--- config.mk ---
export PLATFORM = sky130hd
export DESIGN_NAME = bmp_pixel_stream_unpacker
export DESIGN_NICKNAME = d
export VERILOG_FILES = /design/src/design/bpsu_pkg.sv /design/src/design/bpsu_pixel_pos.sv /design/src/design/bmp_pixel_stream_unpacker.sv
export SDC_FILE = /design/constraint.sdc
export NUM_CORES = 1
export LEC_CHECK = 0
export BUFFER_PORTS_ARGS = -buffer_cell sky130_fd_sc_hd__buf_4
export CORE_MARGIN = 2
export CORE_UTILIZATION = 40
export DETAILED_ROUTE_END_ITERATION = 12
export PLACE_DENSITY_LB_ADDON = 0.15
export RECOVER_POWER = 25
export SLEW_MARGIN = 0
export SYNTH_ARGS = -nofsm -noshare
export SYNTH_HDL_FRONTEND = slang
export SYNTH_SLANG_ARGS = --single-unit
--- constraint.sdc ---
create_clock -name clk -period 16.7 [get_ports clk]
set_clock_uncertainty 0.15 [all_clocks]
set_input_delay 0.835 -clock clk [delete_from_list [all_inputs] [get_ports clk]]
set_output_delay 0.835 -clock clk [all_outputs]
set_load 0.005 [all_outputs]
--- src/design/bpsu_pkg.sv ---
// ----------------------------------------------------------------------------
// bpsu_pkg
// Shared types and constants of the bitmap pixel stream unpacker.
// ----------------------------------------------------------------------------
package bpsu_pkg;

	localparam int BYTE_W  = 8;
	localparam int SIZE_W  = 13;
	localparam int CNT_W   = 12;
	localparam int PAD_W   = 2;
	localparam int INDEX_W = 2;
	localparam int CNT_CAP = 4096;

	typedef enum logic [INDEX_W-1:0] {
		REG_IMAGE_WIDTH      = 2'd0,
		REG_IMAGE_HEIGHT     = 2'd1,
		REG_TOP_DOWN         = 2'd2,
		REG_FOUR_BYTE_PIXELS = 2'd3
	} reg_index_t;

	typedef enum logic [3:0] {
		PH_BLUE  = 4'b0001,
		PH_GREEN = 4'b0010,
		PH_RED   = 4'b0100,
		PH_SKIP  = 4'b1000
	} phase_t;

	typedef struct packed {
		logic [CNT_W-1:0] x;
		logic [CNT_W-1:0] y;
		logic             row_end;
		logic             frame_end;
		logic [CNT_W-1:0] next_col;
		logic [CNT_W-1:0] next_row;
		logic [PAD_W-1:0] pad;
	} pos_t;

endpackage

--- src/design/bpsu_pixel_pos.sv ---
// ----------------------------------------------------------------------------
// bpsu_pixel_pos
// Clamps the image size and works out coordinates, row and frame ends, next
// counter values and row padding for the pixel being completed.
// ----------------------------------------------------------------------------
module bpsu_pixel_pos #(
	parameter int LIM_W = 4096,
	parameter int LIM_H = 4096
) (
	input  logic [bpsu_pkg::SIZE_W-1:0] image_width,
	input  logic [bpsu_pkg::SIZE_W-1:0] image_height,
	input  logic                        top_down,
	input  logic [bpsu_pkg::CNT_W-1:0]  column_count,
	input  logic [bpsu_pkg::CNT_W-1:0]  row_count,
	output bpsu_pkg::pos_t              pos
);
	import bpsu_pkg::*;

	localparam logic [SIZE_W-1:0] LW = SIZE_W'(LIM_W);
	localparam logic [SIZE_W-1:0] LH = SIZE_W'(LIM_H);

	logic [SIZE_W-1:0] w;
	logic [SIZE_W-1:0] h;
	logic [SIZE_W-1:0] h_m1;
	logic [SIZE_W-1:0] rc;
	logic [SIZE_W-1:0] col_p1;
	logic [SIZE_W-1:0] rc_p1;
	logic [3:0]        pad_full;

	always_comb begin
		if (image_width == '0) begin
			w = SIZE_W'(1);
		end else if (image_width > LW) begin
			w = LW;
		end else begin
			w = image_width;
		end
		if (image_height == '0) begin
			h = SIZE_W'(1);
		end else if (image_height > LH) begin
			h = LH;
		end else begin
			h = image_height;
		end
		h_m1   = h - SIZE_W'(1);
		rc     = ({1'b0, row_count} >= h) ? h_m1 : {1'b0, row_count};
		col_p1 = {1'b0, column_count} + SIZE_W'(1);
		rc_p1  = rc + SIZE_W'(1);
		pad_full = 4'd0 - 4'(w[1:0]) * 4'd3;

		pos.x         = column_count;
		pos.y         = top_down ? rc[CNT_W-1:0] : CNT_W'(h_m1 - rc);
		pos.row_end   = col_p1 >= w;
		pos.frame_end = pos.row_end && (rc_p1 >= h);
		pos.next_col  = pos.row_end ? '0 : col_p1[CNT_W-1:0];
		pos.next_row  = pos.frame_end ? '0 : rc_p1[CNT_W-1:0];
		pos.pad       = pad_full[PAD_W-1:0];
	end

endmodule

--- src/design/bmp_pixel_stream_unpacker.sv ---
// ----------------------------------------------------------------------------
// bmp_pixel_stream_unpacker
// Unpacks 24-bit or 32-bit bitmap pixel bytes into pixels with coordinates.
// ----------------------------------------------------------------------------
// The pixel appears on the output in the cycle after its red byte transfer.
// Throughput: one byte per cycle; input stalls only while a pixel waits unread.
// Each taken byte steps phase or padding; counters and outputs load on red bytes.
// Reset: asynchronous; counters, phase and padding clear, registers go to
// width 1, height 1, bottom-up, 24-bit.
module bmp_pixel_stream_unpacker #(
	parameter int MAX_WIDTH  = 4096,
	parameter int MAX_HEIGHT = 4096
) (
	input  logic                         clk,
	input  logic                         arst_n,
	input  logic                         cfg_valid,
	output logic                         cfg_ready,
	input  logic [bpsu_pkg::INDEX_W-1:0] cfg_index,
	input  logic [bpsu_pkg::SIZE_W-1:0]  cfg_data,
	input  logic                         in_valid,
	output logic                         in_ready,
	input  logic [bpsu_pkg::BYTE_W-1:0]  data_byte,
	output logic                         out_valid,
	input  logic                         out_ready,
	output logic [bpsu_pkg::CNT_W-1:0]   pixel_x,
	output logic [bpsu_pkg::CNT_W-1:0]   pixel_y,
	output logic [bpsu_pkg::BYTE_W-1:0]  red,
	output logic [bpsu_pkg::BYTE_W-1:0]  green,
	output logic [bpsu_pkg::BYTE_W-1:0]  blue,
	output logic                         frame_done
);
	import bpsu_pkg::*;

	localparam int LIM_W0 = (MAX_WIDTH < CNT_CAP) ? MAX_WIDTH : CNT_CAP;
	localparam int LIM_H0 = (MAX_HEIGHT < CNT_CAP) ? MAX_HEIGHT : CNT_CAP;
	localparam int LIM_W  = (LIM_W0 < 1) ? 1 : LIM_W0;
	localparam int LIM_H  = (LIM_H0 < 1) ? 1 : LIM_H0;

	logic [SIZE_W-1:0] width_q;
	logic [SIZE_W-1:0] height_q;
	logic              top_down_q;
	logic              four_q;

	phase_t            phase_q;
	logic [CNT_W-1:0]  col_q;
	logic [CNT_W-1:0]  row_q;
	logic [PAD_W-1:0]  pad_q;
	logic [BYTE_W-1:0] held_blue_q;
	logic [BYTE_W-1:0] held_green_q;

	logic              out_valid_q;
	logic [CNT_W-1:0]  pixel_x_q;
	logic [CNT_W-1:0]  pixel_y_q;
	logic [BYTE_W-1:0] red_q;
	logic [BYTE_W-1:0] green_q;
	logic [BYTE_W-1:0] blue_q;
	logic              frame_done_q;

	pos_t pos;
	logic take;
	logic emit;

	bpsu_pixel_pos #(
		.LIM_W(LIM_W),
		.LIM_H(LIM_H)
	) u_pos (
		.image_width (width_q),
		.image_height(height_q),
		.top_down    (top_down_q),
		.column_count(col_q),
		.row_count   (row_q),
		.pos         (pos)
	);

	assign cfg_ready = 1'b1;
	assign in_ready  = !out_valid_q || out_ready;
	assign take      = in_valid && in_ready;
	assign emit      = take && (pad_q == '0) && (phase_q == PH_RED);

	always_ff @(posedge clk or negedge arst_n) begin
		if (!arst_n) begin
			width_q    <= SIZE_W'(1);
			height_q   <= SIZE_W'(1);
			top_down_q <= 1'b0;
			four_q     <= 1'b0;
		end else if (cfg_valid && cfg_ready) begin
			case (reg_index_t'(cfg_index))
				REG_IMAGE_WIDTH:      width_q    <= cfg_data;
				REG_IMAGE_HEIGHT:     height_q   <= cfg_data;
				REG_TOP_DOWN:         top_down_q <= cfg_data[0];
				REG_FOUR_BYTE_PIXELS: four_q     <= cfg_data[0];
				default: ;
			endcase
		end
	end

	always_ff @(posedge clk or negedge arst_n) begin
		if (!arst_n) begin
			phase_q      <= PH_BLUE;
			col_q        <= '0;
			row_q        <= '0;
			pad_q        <= '0;
			held_blue_q  <= '0;
			held_green_q <= '0;
		end else if (take) begin
			if (pad_q != '0) begin
				pad_q <= pad_q - PAD_W'(1);
			end else begin
				case (phase_q)
					PH_BLUE: begin
						held_blue_q <= data_byte;
						phase_q     <= PH_GREEN;
					end
					PH_GREEN: begin
						held_green_q <= data_byte;
						phase_q      <= PH_RED;
					end
					PH_RED: begin
						phase_q <= four_q ? PH_SKIP : PH_BLUE;
						col_q   <= pos.next_col;
						if (pos.row_end) begin
							row_q <= pos.next_row;
							if (!four_q) begin
								pad_q <= pos.pad;
							end
						end
					end
					default: phase_q <= PH_BLUE;
				endcase
			end
		end
	end

	always_ff @(posedge clk or negedge arst_n) begin
		if (!arst_n) begin
			out_valid_q <= 1'b0;
		end else if (emit) begin
			out_valid_q <= 1'b1;
		end else if (out_ready) begin
			out_valid_q <= 1'b0;
		end
	end

	always_ff @(posedge clk) begin
		if (emit) begin
			pixel_x_q    <= pos.x;
			pixel_y_q    <= pos.y;
			red_q        <= data_byte;
			green_q      <= held_green_q;
			blue_q       <= held_blue_q;
			frame_done_q <= pos.frame_end;
		end
	end

	assign out_valid  = out_valid_q;
	assign pixel_x    = pixel_x_q;
	assign pixel_y    = pixel_y_q;
	assign red        = red_q;
	assign green      = green_q;
	assign blue       = blue_q;
	assign frame_done = frame_done_q;

endmodule

# Word level (Yosys, flattened, before mapping)
# Index checks and enable logic that the tools add are counted.
word_totals:
  reg_bits: 124
  input_bits: 28
  out_inout_bits: 52
  wordCells: 77
op_classes:
  addsub: 6
  n_mul: 1
  n_lt_le_gt_ge: 5
  n_eq_ne: 7
  n_mux: 16
  bitwise: 1
  reduce_logical: 24
ops:
  columns: ["operator", "count"]
  rows:
  - ["two-way mux 13 bit", 5]
  - ["two-way mux 12 bit", 3]
  - [">= comparator 13 bit", 2]
  - ["> comparator 13 bit (second input constant)", 2]
  - ["logical NOT 13 bit", 2]
  - ["adder 12 x 1 -> 13 bit (second input constant)", 1]
  - ["adder 13 x 1 -> 13 bit (second input constant)", 1]
  - [">= comparator 12 x 13 -> 1 bit", 1]
  - ["subtractor 13 x 1 -> 13 bit (second input constant)", 1]
  - ["one-hot mux 4 bit (3 select lines)", 1]
  - ["subtractor 12 bit", 1]
  - ["AND reduction 2 bit", 5]
  - ["AND reduction 3 bit", 3]
  - ["two-way mux 2 bit", 4]
  - ["AND reduction 4 bit", 2]
  - ["nonzero test 2 bit", 4]
  - ["equality test 2 bit (second input constant)", 2]
  - ["equality test 4 x 1 -> 1 bit (second input constant)", 1]
  - ["equality test 4 x 2 -> 1 bit (second input constant)", 1]
  - ["equality test 4 x 3 -> 1 bit (second input constant)", 1]
  - ["logical AND 1 bit", 4]
  - ["logical NOT 2 bit", 2]
  - ["two-way mux 4 bit", 1]
  - ["equality test 2 x 1 -> 1 bit (second input constant)", 1]
  - ["other kinds (8)", 9]

# Longest topological paths before layout
# Gate-level depths: netlist of run 1.
logic_depth:
  ltp_word: 9
  ltp_mapped: 29
  mapped_depth_nobuf: 25

# Modules after synthesis
# Synthesis of run 1 repeated with hierarchy kept, for this count alone.
hier_totals:
  cells_unflattened: 655
  hier_area_um2: 7265.7
by_module_without_submodules:
  columns: ["mod", "instances", "cells_each", "area_per_inst_um2", "seq_area_each_um2"]
  rows:
  - ["bmp_pixel_stream_unpacker", 1, 232, 4406.7, 3352.0]
  - ["bpsu_pixel_pos", 1, 423, 2859.0, 0.0]

# Least setup slack after synthesis of run 1
# Ideal clock, no wire load.
synth_path:
  kind: "register to register"
  from: "register height_q[3]"
  to: "register row_q[11]"
  setup_time_ns: 0.067
  arrival_time_ns: 5.377
  t_required_ns: 16.483
  setup_slack_ns: 11.105
  path_stages_with_launch: 28
  n_path_buf: 2
  period_less_slack_ns: 5.595
  path_cell_list: "dfrtp_1 > buf_6 > nor4_4 > nand4_1 > a21o_1 > inv_1 > ha_1 > nand2_1 > or3_1 > a31oi_2 > nor3_1 > clkbuf_1 > nor2_1 > a21oi_1 > ha_1 > inv_1 > a211o_1 > nor2_1 > xor2_1 > inv_1 > ha_1 > and4_1 > o21ai_0 > o21ai_1 > a31oi_1 > o21ai_1 > nor3_1 > a22o_1"
synth_via:
  elab_chain_cells: 9
  word_cells_on_any_way: 11
synth_lines:
  columns: ["element", "line", "text"]
  rows:
  - ["from (decl)", "bmp_pixel_stream_unpacker.sv:40", "logic [SIZE_W-1:0] height_q;"]
  - ["from (signal assigned)", "bmp_pixel_stream_unpacker.sv:89", "REG_IMAGE_HEIGHT: height_q <= cfg_data;"]
  - ["> comparator 13 bit", "bpsu_pixel_pos.sv:40", "end else if (image_height > LH) begin"]
  - ["two-way mux 13 bit", "bpsu_pixel_pos.sv:40", null]
  - ["two-way mux 13 bit (*)", "bpsu_pixel_pos.sv:38", "if (image_height == '0) begin"]
  - ["subtractor 13 x 1 -> 13 bit or >= comparator 12 x 13 -> 1 bit (tied branches)", "bpsu_pixel_pos.sv:45, bpsu_pixel_pos.sv:46", null]
  - ["two-way mux 13 bit", "bpsu_pixel_pos.sv:46", "rc = ({1'b0, row_count} >= h) ? h_m1 : {1'b0, row_count};"]
  - ["adder 13 x 1 -> 13 bit", "bpsu_pixel_pos.sv:48", "rc_p1 = rc + SIZE_W'(1);"]
  - [">= comparator 13 bit", "bpsu_pixel_pos.sv:54", "pos.frame_end = pos.row_end && (rc_p1 >= h);"]
  - ["logical AND 1 bit", "bpsu_pixel_pos.sv:54", null]
  - ["two-way mux 12 bit (*)", "bpsu_pixel_pos.sv:56", "pos.next_row = pos.frame_end ? '0 : rc_p1[CNT_W-1:0];"]
  - ["to (signal assigned)", "bmp_pixel_stream_unpacker.sv:122", "row_q <= pos.next_row;"]
  - ["to (decl)", "bmp_pixel_stream_unpacker.sv:46", "logic [CNT_W-1:0] row_q;"]
# Mark *: on every way between the ends. The rest lies on a longest branch, timed or not.
# A chain may end at the register's enable or synchronous reset.

# Worst setup path in the final report of run 1
# Ends and elaborated chain as after synthesis.

==> results of run 1 <==
## sequential cells by signal (all words and copies together), names as in the netlist
signal / count
height_q: 13
width_q: 13
col_q: 12
pixel_x: 12
pixel_y: 12
row_q: 12
blue: 8
green: 8
held_blue_q: 8
held_green_q: 8
red: 8
phase_q: 4
pad_q: 2
four_q: 1
frame_done: 1
out_valid: 1
top_down_q: 1
## logic make-up after synthesis
group	synth area share (%)
adders and majority gates	9.12
buffers and inverters	2.57
DFF	47.9
and+or+nand+nor	12.9
muxes	9.26
other	0.0536
xor gates and xnor gates	4.13
AOI/OAI and AO/OA	14.1
## worst paths after layout
check	from	end	slack [ps]	cells after the start
max in group asynchronous	arst_n	height_q[9]$_DFFE_PN0P_	12420	1
max reg2reg	height_q[3]$_DFFE_PN0P_	row_q[11]$_DFFE_PN0P_	9950	25
min in group asynchronous	arst_n	col_q[7]$_DFFE_PN0P_	1680	1
max	height_q[3]$_DFFE_PN0P_	row_q[11]$_DFFE_PN0P_	9950	25
min	held_green_q[0]$_DFFE_PN0P_	green[0]$_DFFE_PP_	290	0
min reg2reg	held_green_q[0]$_DFFE_PN0P_	green[0]$_DFFE_PP_	290	0
## worst max-delay path, stage by stage (launching register included)
cell and delay, ps:
dfrtp_1 470, nor4_4 480, nand4_1 180, nand2_1 120, nand2_1 90, ha_1 320, nand3_1 90, o21bai_1 170
a311oi_1 470, or3_1 820, nor2_1 80, a21oi_1 190, ha_1 290, inv_1 100, a211o_1 320, nor2_1 140
xor2_1 200, inv_1 70, ha_1 280, and4_1 190, o21ai_0 60, o21ai_1 80, a31oi_1 170, o21ai_1 260
nor3_1 660, a22o_1 220
## metrics by stage
step / hold WS (ps) / utilization, % / total power [mW] / std cells
after floorplan: 271 / - / 0.653 / 629
final: 289 / 48.7 / 1.12 / 945
after global routing: 297 / 48.7 / 1.19 / 945
after global placement: 279 / 45.4 / 0.738 / 914
after detailed placement: 278 / 45.4 / 0.747 / 914
after CTS: 292 / 49.0 / 1.13 / 945
## placed cells by master, fill, tap and decap left out, drive strengths merged, types with 18 or more instances in the layout
master / Yosys / final
edfxtp: 49 / 49
nand2: 56 / 56
ha: 51 / 51
mux2: 46 / 46
nor2: 26 / 26
dfrtp: 72 / 72
o21ai: 40 / 40
a21o: 25 / 25
nand3: 18 / 18
a21oi: 21 / 21
inv: 20 / 23
buf: 7 / 72
clkbuf: 15 / 28
xor2: 20 / 20
## power breakdown
part           internal [mW]  switching [mW]
Combinational          0.148           0.170
Sequential             0.382          0.0425
Clock                  0.239           0.140
## cell type report
type | count | area [sq um] | area share [%]
inverter | 20 | 75.1 | 0.897
clock inverter | 13 | 166 | 1.99
sequential | 124 | 3350 | 40.0
timing repair buffer | 82 | 578 | 6.91
clock buffer | 18 | 439 | 5.25
tap | 225 | 282 | 3.36
multi-input combinational | 463 | 3480 | 41.6
## per-layer routing
metal  track usage (%)  vias to the layer above  share of wire, %
li1                  -                     2495                 -
met4              6.13                        0               1.3
met5                 0                        -                 0
met3              3.99                       16               5.5
met1              26.7                     2441                49
met2              26.8                      140                44
==> metrics list, run 1 <==
- Result of the run: finished with violations
* Violated checks: capacitance limit, slew limit
- The floorplan step set the die height to 136 microns.
* CTS buffer count: 17
- The count of nets left with antenna violations once routing finished came out at 0.
- In the final routed layout, each cell accounts on average for 17.5 microns.
* Top cells by area in the synthesized netlist: dfrtp_1 (26%), edfxtp_1 (21%), ha_1 (9.1%), mux2_2 (7.4%), nand2_1 (2.9%)
* Number of buffers on the longest clock path: 2
- Synth cell types: 66
- Async set-or-reset flop fraction in the synthesized netlist: 60.5%
- After synthesis, the largest area contributor takes up 25.7% of total cell area.
- The number of antenna diodes in the final layout is 0.
* Cells resized by post-CTS repair: 0
* Critical Path RT: 16890 ps
- Power spread over the standard cell area amounts to 134 nW/um^2.
* Global routing usage summed across all routing layers: 18.3%
* Sort of element at the end of the critical path: register
- Headroom to the max-slew limit came out at -171%.
- Vias in the first global route: 4827
- Grt total ovfl: 0
- The filler cells instantiated in the layout total 1597.
- Detailed placement finished with a half-perimeter wire length of 12300 microns.
* Number of max-capacitance violations reported: 1
- DRT iter0 DRCs: 289
- After floorplanning, the core was sized to cover 17200 sq um.
- Number of clock sinks: 124
* Pre-CTS WS: 9960 ps
- Number of placed I/O pins: 80
- For the pin with the worst max-slew slack, the measured transition is 4070 ps.
- Fraction of layout cells with a size suffix above 1: 23.8%
- Critical path type: register to register
* # Post-CTS Setup Buffers: 0
- Clock-pin slew was measured on the worst setup and hold paths at 60 ps.
- Area added between synthesis and finish: 19.6%
* Class of the tightest hold or removal check: register to register
- Die W: 136 microns
- Final worst-path cycle share: 40.4%
- Routed Wire Length: 16500 microns
* Standard-cell rows: 48
- Setup repair after global routing left no endpoint under its margin.
- The number of nets in the synthesized netlist is 708.
- The first global-routing pass estimated 26100 microns of wire.
- Synth Cell Area: 7000 sq um
- Placed cell areas: 7800 sq um
* TritonCTS clock tree: built
* Pin count of the biggest net entering global routing: 76
- After the last flow step, the layout net total stands at 787.
* Final weighted congestion in routability-driven placement: 0.826
- Data arrival time of the worst path: 6940 ps
- Vias per Instance: 5.39
* Final Instance Area: 8370 sq um
- In this run the clock root is driven by a clkbuf_16.
* Setup slack after layout: 9950 ps
- Clock H-tree levels: 4
- For the final routed database, the setup TNS stands at 0 ps.
- Sorting the synthesized cells by how often they occur yields dfrtp_1 (72), nand2_1 (55), ha_1 (51).
- The number of hold violations in the final report came to 0.
* Number of standard cells after synthesis: 629
- Total of endpoints with negative setup slack in the final report: 0
- In this run the tool buffered the top-level ports with 78 buffer cells.
- For the worst-skew pair, the clock arrives at the later sink with an insertion delay of 410 ps.
* Share of synthesized area occupied by flip-flops and latches: 47.9%
- Final number of max-transition violations: 76
- Yosys instantiated no cell more often than dfrtp_1.
- Top_reg_cell synth: dfrtp_1
- Vias: 5092
- Post-synth EDFFs: 49
- Cell taking the most area after synthesis: dfrtp_1
- For this run, design rule violations remaining after detail routing come to 0.
- Summed over all cells, the static leakage comes to 3.62 nW.
* Number of antenna violations at the first check in global routing: 0
- IR analysis of the VDD net gives a maximum drop of 0.0000702 V.
- Buffers inserted to repair hold after CTS numbered 0.
- Die area: 18600 sq um
* Final min period: 6750 ps
* Launching element type of the critical path: register
* Number of warnings issued by yosys: 0
- Before antenna repair, the detailed router went through 5 iterations.
- Counting flops and latches in the post-synthesis netlist gives 124.
- Initial core utilization: 40.7%
- Mean Syn Cell Area: 11.1 sq um
* Maximum fanout encountered on the critical timing path: 23
* Maximum clock frequency: 0.148 GHz
Power figures use the tool's default switching activity.
==> run 2, diff against run 1 <==
ABC_AREA = 1   (was default)
clock period = 6.72 ns   (was 16.7 ns; I/O delays follow)
==> metrics list, run 2 <==
- The finished layout holds 1204 standard cells, fillers aside.
- Top_reg_cell synth: dfrtp_1
- Half-perimeter wire length after placement: 13600 microns
- Final Instance Area: 8880 sq um
- In this run the vertical extent of the chip is 141 microns.
- Final number of max-transition violations: 76
* Result of the run: finished with violations
- For the worst setup path, the data required time is 6860 ps.
- TritonCTS built the clock tree.
* Violated checks: capacitance limit, slew limit
- Number of stages on the worst hold path: 4
- Counting the buffers created by CTS gives 17.
- Top cell type's share of synthesized area: 24.1%
- Counting flops with a built-in enable in the synthesized netlist gives 49.
- Setup repair after global routing missed its margin: no
* Number of antenna violations at the first check in global routing: 0
* Cell types with the highest counts after synthesis: nand2_1 (232), inv_1 (100), dfrtp_1 (72)
- The die is 141 microns wide.
- CP peak stage delay: 490 ps
* Number of max-capacitance violations reported: 1
- Number of buffers on the longest clock path: 2
- Routed length per placed instance: 14.9 microns
* Async set-or-reset flop fraction in the synthesized netlist: 60.5%
* Initial core utilization: 40.4%
* Launch point of the worst reg-to-reg path: height_q[4]$_DFFE_PN0P_
- Post-detailed-route count of antenna-violating nets: 0
- Internal power comes to 2.55 mW.
- Cells resized by post-CTS repair: 0
* Setup slack after layout: 987 ps
- The slowest stage of the critical path is the dfrtp_1 cell.
- At the end of routability-driven placement, the weighted congestion stood at 0.931.
- The H-tree was split into 4 levels.
- Vias per Instance: 5.01
- Final min period: 5730 ps
* DRT iter0 DRCs: 419
- Global routing usage summed across all routing layers: 18.9%
* Cell taking the most area after synthesis: dfrtp_1
- Data arrival time of the worst path: 5870 ps
- Placed cell areas: 8240 sq um
- The design draws 4.75 mW.
* Synth cell types: 52
* Synth Cell Area: 7480 sq um
- Sort of element at the end of the critical path: register
- Final worst-path cycle share: 85.3%
- The via count of the first global-routing pass is 5613.
* Crit path top cell by count: nand2_1
- Routed Wire Length: 17900 microns
* Largest registers in the final layout: height_q: 13 flops, width_q: 13 flops
- Share of total power in the clock network: 19.2%
- Critical path type: register to register
* Area added between synthesis and finish: 18.7%
- Number of buffers inserted for hold repair after clock tree synthesis: 8
- Number of buffer and inverter stages on the critical path: 5
* # diodes: 0
- Maximum fanout encountered on the critical timing path: 20
- The later pin in the worst-skew pair is clocked with a latency of 420 ps.
- After synthesis, the mean cell area works out to 8.63 sq um.
- Entering global routing, the biggest net connects 76 pins.
- Launching element type of the critical path: register
- After synthesis the netlist holds a flip-flop and latch count of 124.
- Clock tree root driver cell: clkbuf_16
- Startpoint of the most critical hold path: in_valid
- Buffers on Ports: 78
* Number of placed I/O pins: 80
- At the pin with the least slew margin, the transition time is 4230 ps.
- Standard-cell rows: 50
- The detailed router placed 6031 vias in this run.
* Number of nets in the layout: 1036
- # Post-CTS Setup Buffers: 0
- The clock net in this run drives a total of 124 sinks.
- The first global-routing pass estimated 29500 microns of wire.
* Switching component of the power: 2.20 mW
- Maximum clock frequency: 0.174 GHz
- Setup total negative slack on the finished layout was measured at 0 ps.
- For this run the aggregate overflow at the end of global routing stands at 0.
- Normalized max-slew margin: -182%
- Among all cell types in the netlist, the one instantiated most often is nand2_1.
- For this run, the share of the core covered by cells in the final layout is 47.9%.
* Commonest non-fill, non-tap cells in the layout: nand2_1 (232), inv_1 (100), dfrtp_1 (72), buf_4 (70), o21ai_0 (61)
* Number of warnings issued by yosys: 0
- Crit-path leading delay family: simple AND/OR/NAND/NOR gates
- Combinational cells account for 55.7% of the total power.
- Top cells by area in the synthesized netlist: dfrtp_1 (24%), edfxtp_1 (20%), nand2_1 (12%), ha_1 (8.5%), inv_1 (5.0%)
- Depth of the worst register-to-register path: 31
- Core Footprint: 18500 sq um
* Max IR drop VDD: 0.000217 V
* DRT Pass-1 Iters: 5
* DRC Markers: 0
- Including well taps, the total number of placed cells is 1164.
- Hold timing on the final database bottoms out at a slack of 59.8 ps.
- Class of the tightest hold or removal check: input port to register
- Of the synthesized area, sequential elements account for 44.8%.
- Power density over cell area: 535 nW/um^2
* Die area: 19800 sq um
* Net count of the mapped netlist: 946
- The worst hold path terminates at pad_q[0]$_DFFE_PN0P_.
* Capturing point of the worst reg2reg path: row_q[3]$_DFFE_PN0P_
* Fraction of layout cells with a size suffix above 1: 18.9%
- Count of endpoints failing hold in the final timing report: 0
- CTS clk-pin slew, worst paths: 60 ps
* Total of endpoints with negative setup slack in the final report: 0
* Share of power burned in registers: 25.1%
- Pre-CTS WS: 1060 ps
* Number of standard cells after synthesis: 867
- Switching share of power: 46.3%
- Register-to-register setup slack: 990 ps
* Static power due to leakage: 4.29 nW
* Most frequent standard cell in the layout excluding fill and tap cells: nand2_1
==> run 2: cell families (layout without fill, tap and decap cells) <==
| group | Yosys count | after routing | share of synthesized area, % |
|---|---|---|---|
| and+or+nand+nor | 430 | 430 | 27.4 |
| muxes | 8 | 8 | 1.20 |
| DFF | 124 | 124 | 44.8 |
| AOI/OAI and AO/OA | 120 | 120 | 9.34 |
| buffers and inverters | 119 | 222 | 6.88 |
| adders and majority gates | 51 | 51 | 8.53 |
| xor gates and xnor gates | 14 | 14 | 1.74 |
| other | 1 | 1 | 0.0501 |
==> run 2: worst max-delay path by stage <==
| stage | start | endpoint | slack [ps] | cells past startpoint |
|---|---|---|---|---|
| 2_1_floorplan | height_q[4]$_DFFE_PN0P_ | row_q[3]$_DFFE_PN0P_ | 1940 | 37 |
| 3_3_place_gp | height_q[2]$_DFFE_PN0P_ | row_q[2]$_DFFE_PN0P_ | 1250 | 31 |
| 3_5_place_dp | height_q[2]$_DFFE_PN0P_ | row_q[3]$_DFFE_PN0P_ | 1060 | 31 |
| 4_1_cts | height_q[2]$_DFFE_PN0P_ | row_q[3]$_DFFE_PN0P_ | 1050 | 31 |
| 5_1_grt | height_q[4]$_DFFE_PN0P_ | row_q[3]$_DFFE_PN0P_ | 470 | 31 |
| 6_report | height_q[4]$_DFFE_PN0P_ | row_q[3]$_DFFE_PN0P_ | 990 | 31 |
==> run 2: area by class of cell <==
class,instances,area (sq um)
clock buffers,17,425
clock inverters,15,163
fillers,1798,9640
inverters,103,387
multi-input cells,624,3620
flip-flops and latches,124,3350
well taps,234,293
repair buffers,87,639
==> run 2: worst min-delay path, delay by kind of cell <==
family                 cells  cell delay [ps]
AND/OR/NAND/NOR            3              170
buffers and inverters      1               80
==> run 2: power groups by stage <==
stage,combinational (mW),sequential (mW),clock [mW]
5_1_grt,3.01,1.22,0.967
3_5_place_dp,2.61,1.21,0
4_1_cts,2.63,1.19,0.931
6_report,2.64,1.19,0.913
3_3_place_gp,2.59,1.20,0
2_1_floorplan,2.07,1.15,0
==> run 2: metal layers <==
metal	vias to the layer above	wire, microns	global-route usage (%)
li1	3078	-	-
met1	2769	8930	28.2
met2	160	7760	28.3
met3	24	932	3.33
met4	0	272	5.37
met5	-	0	0
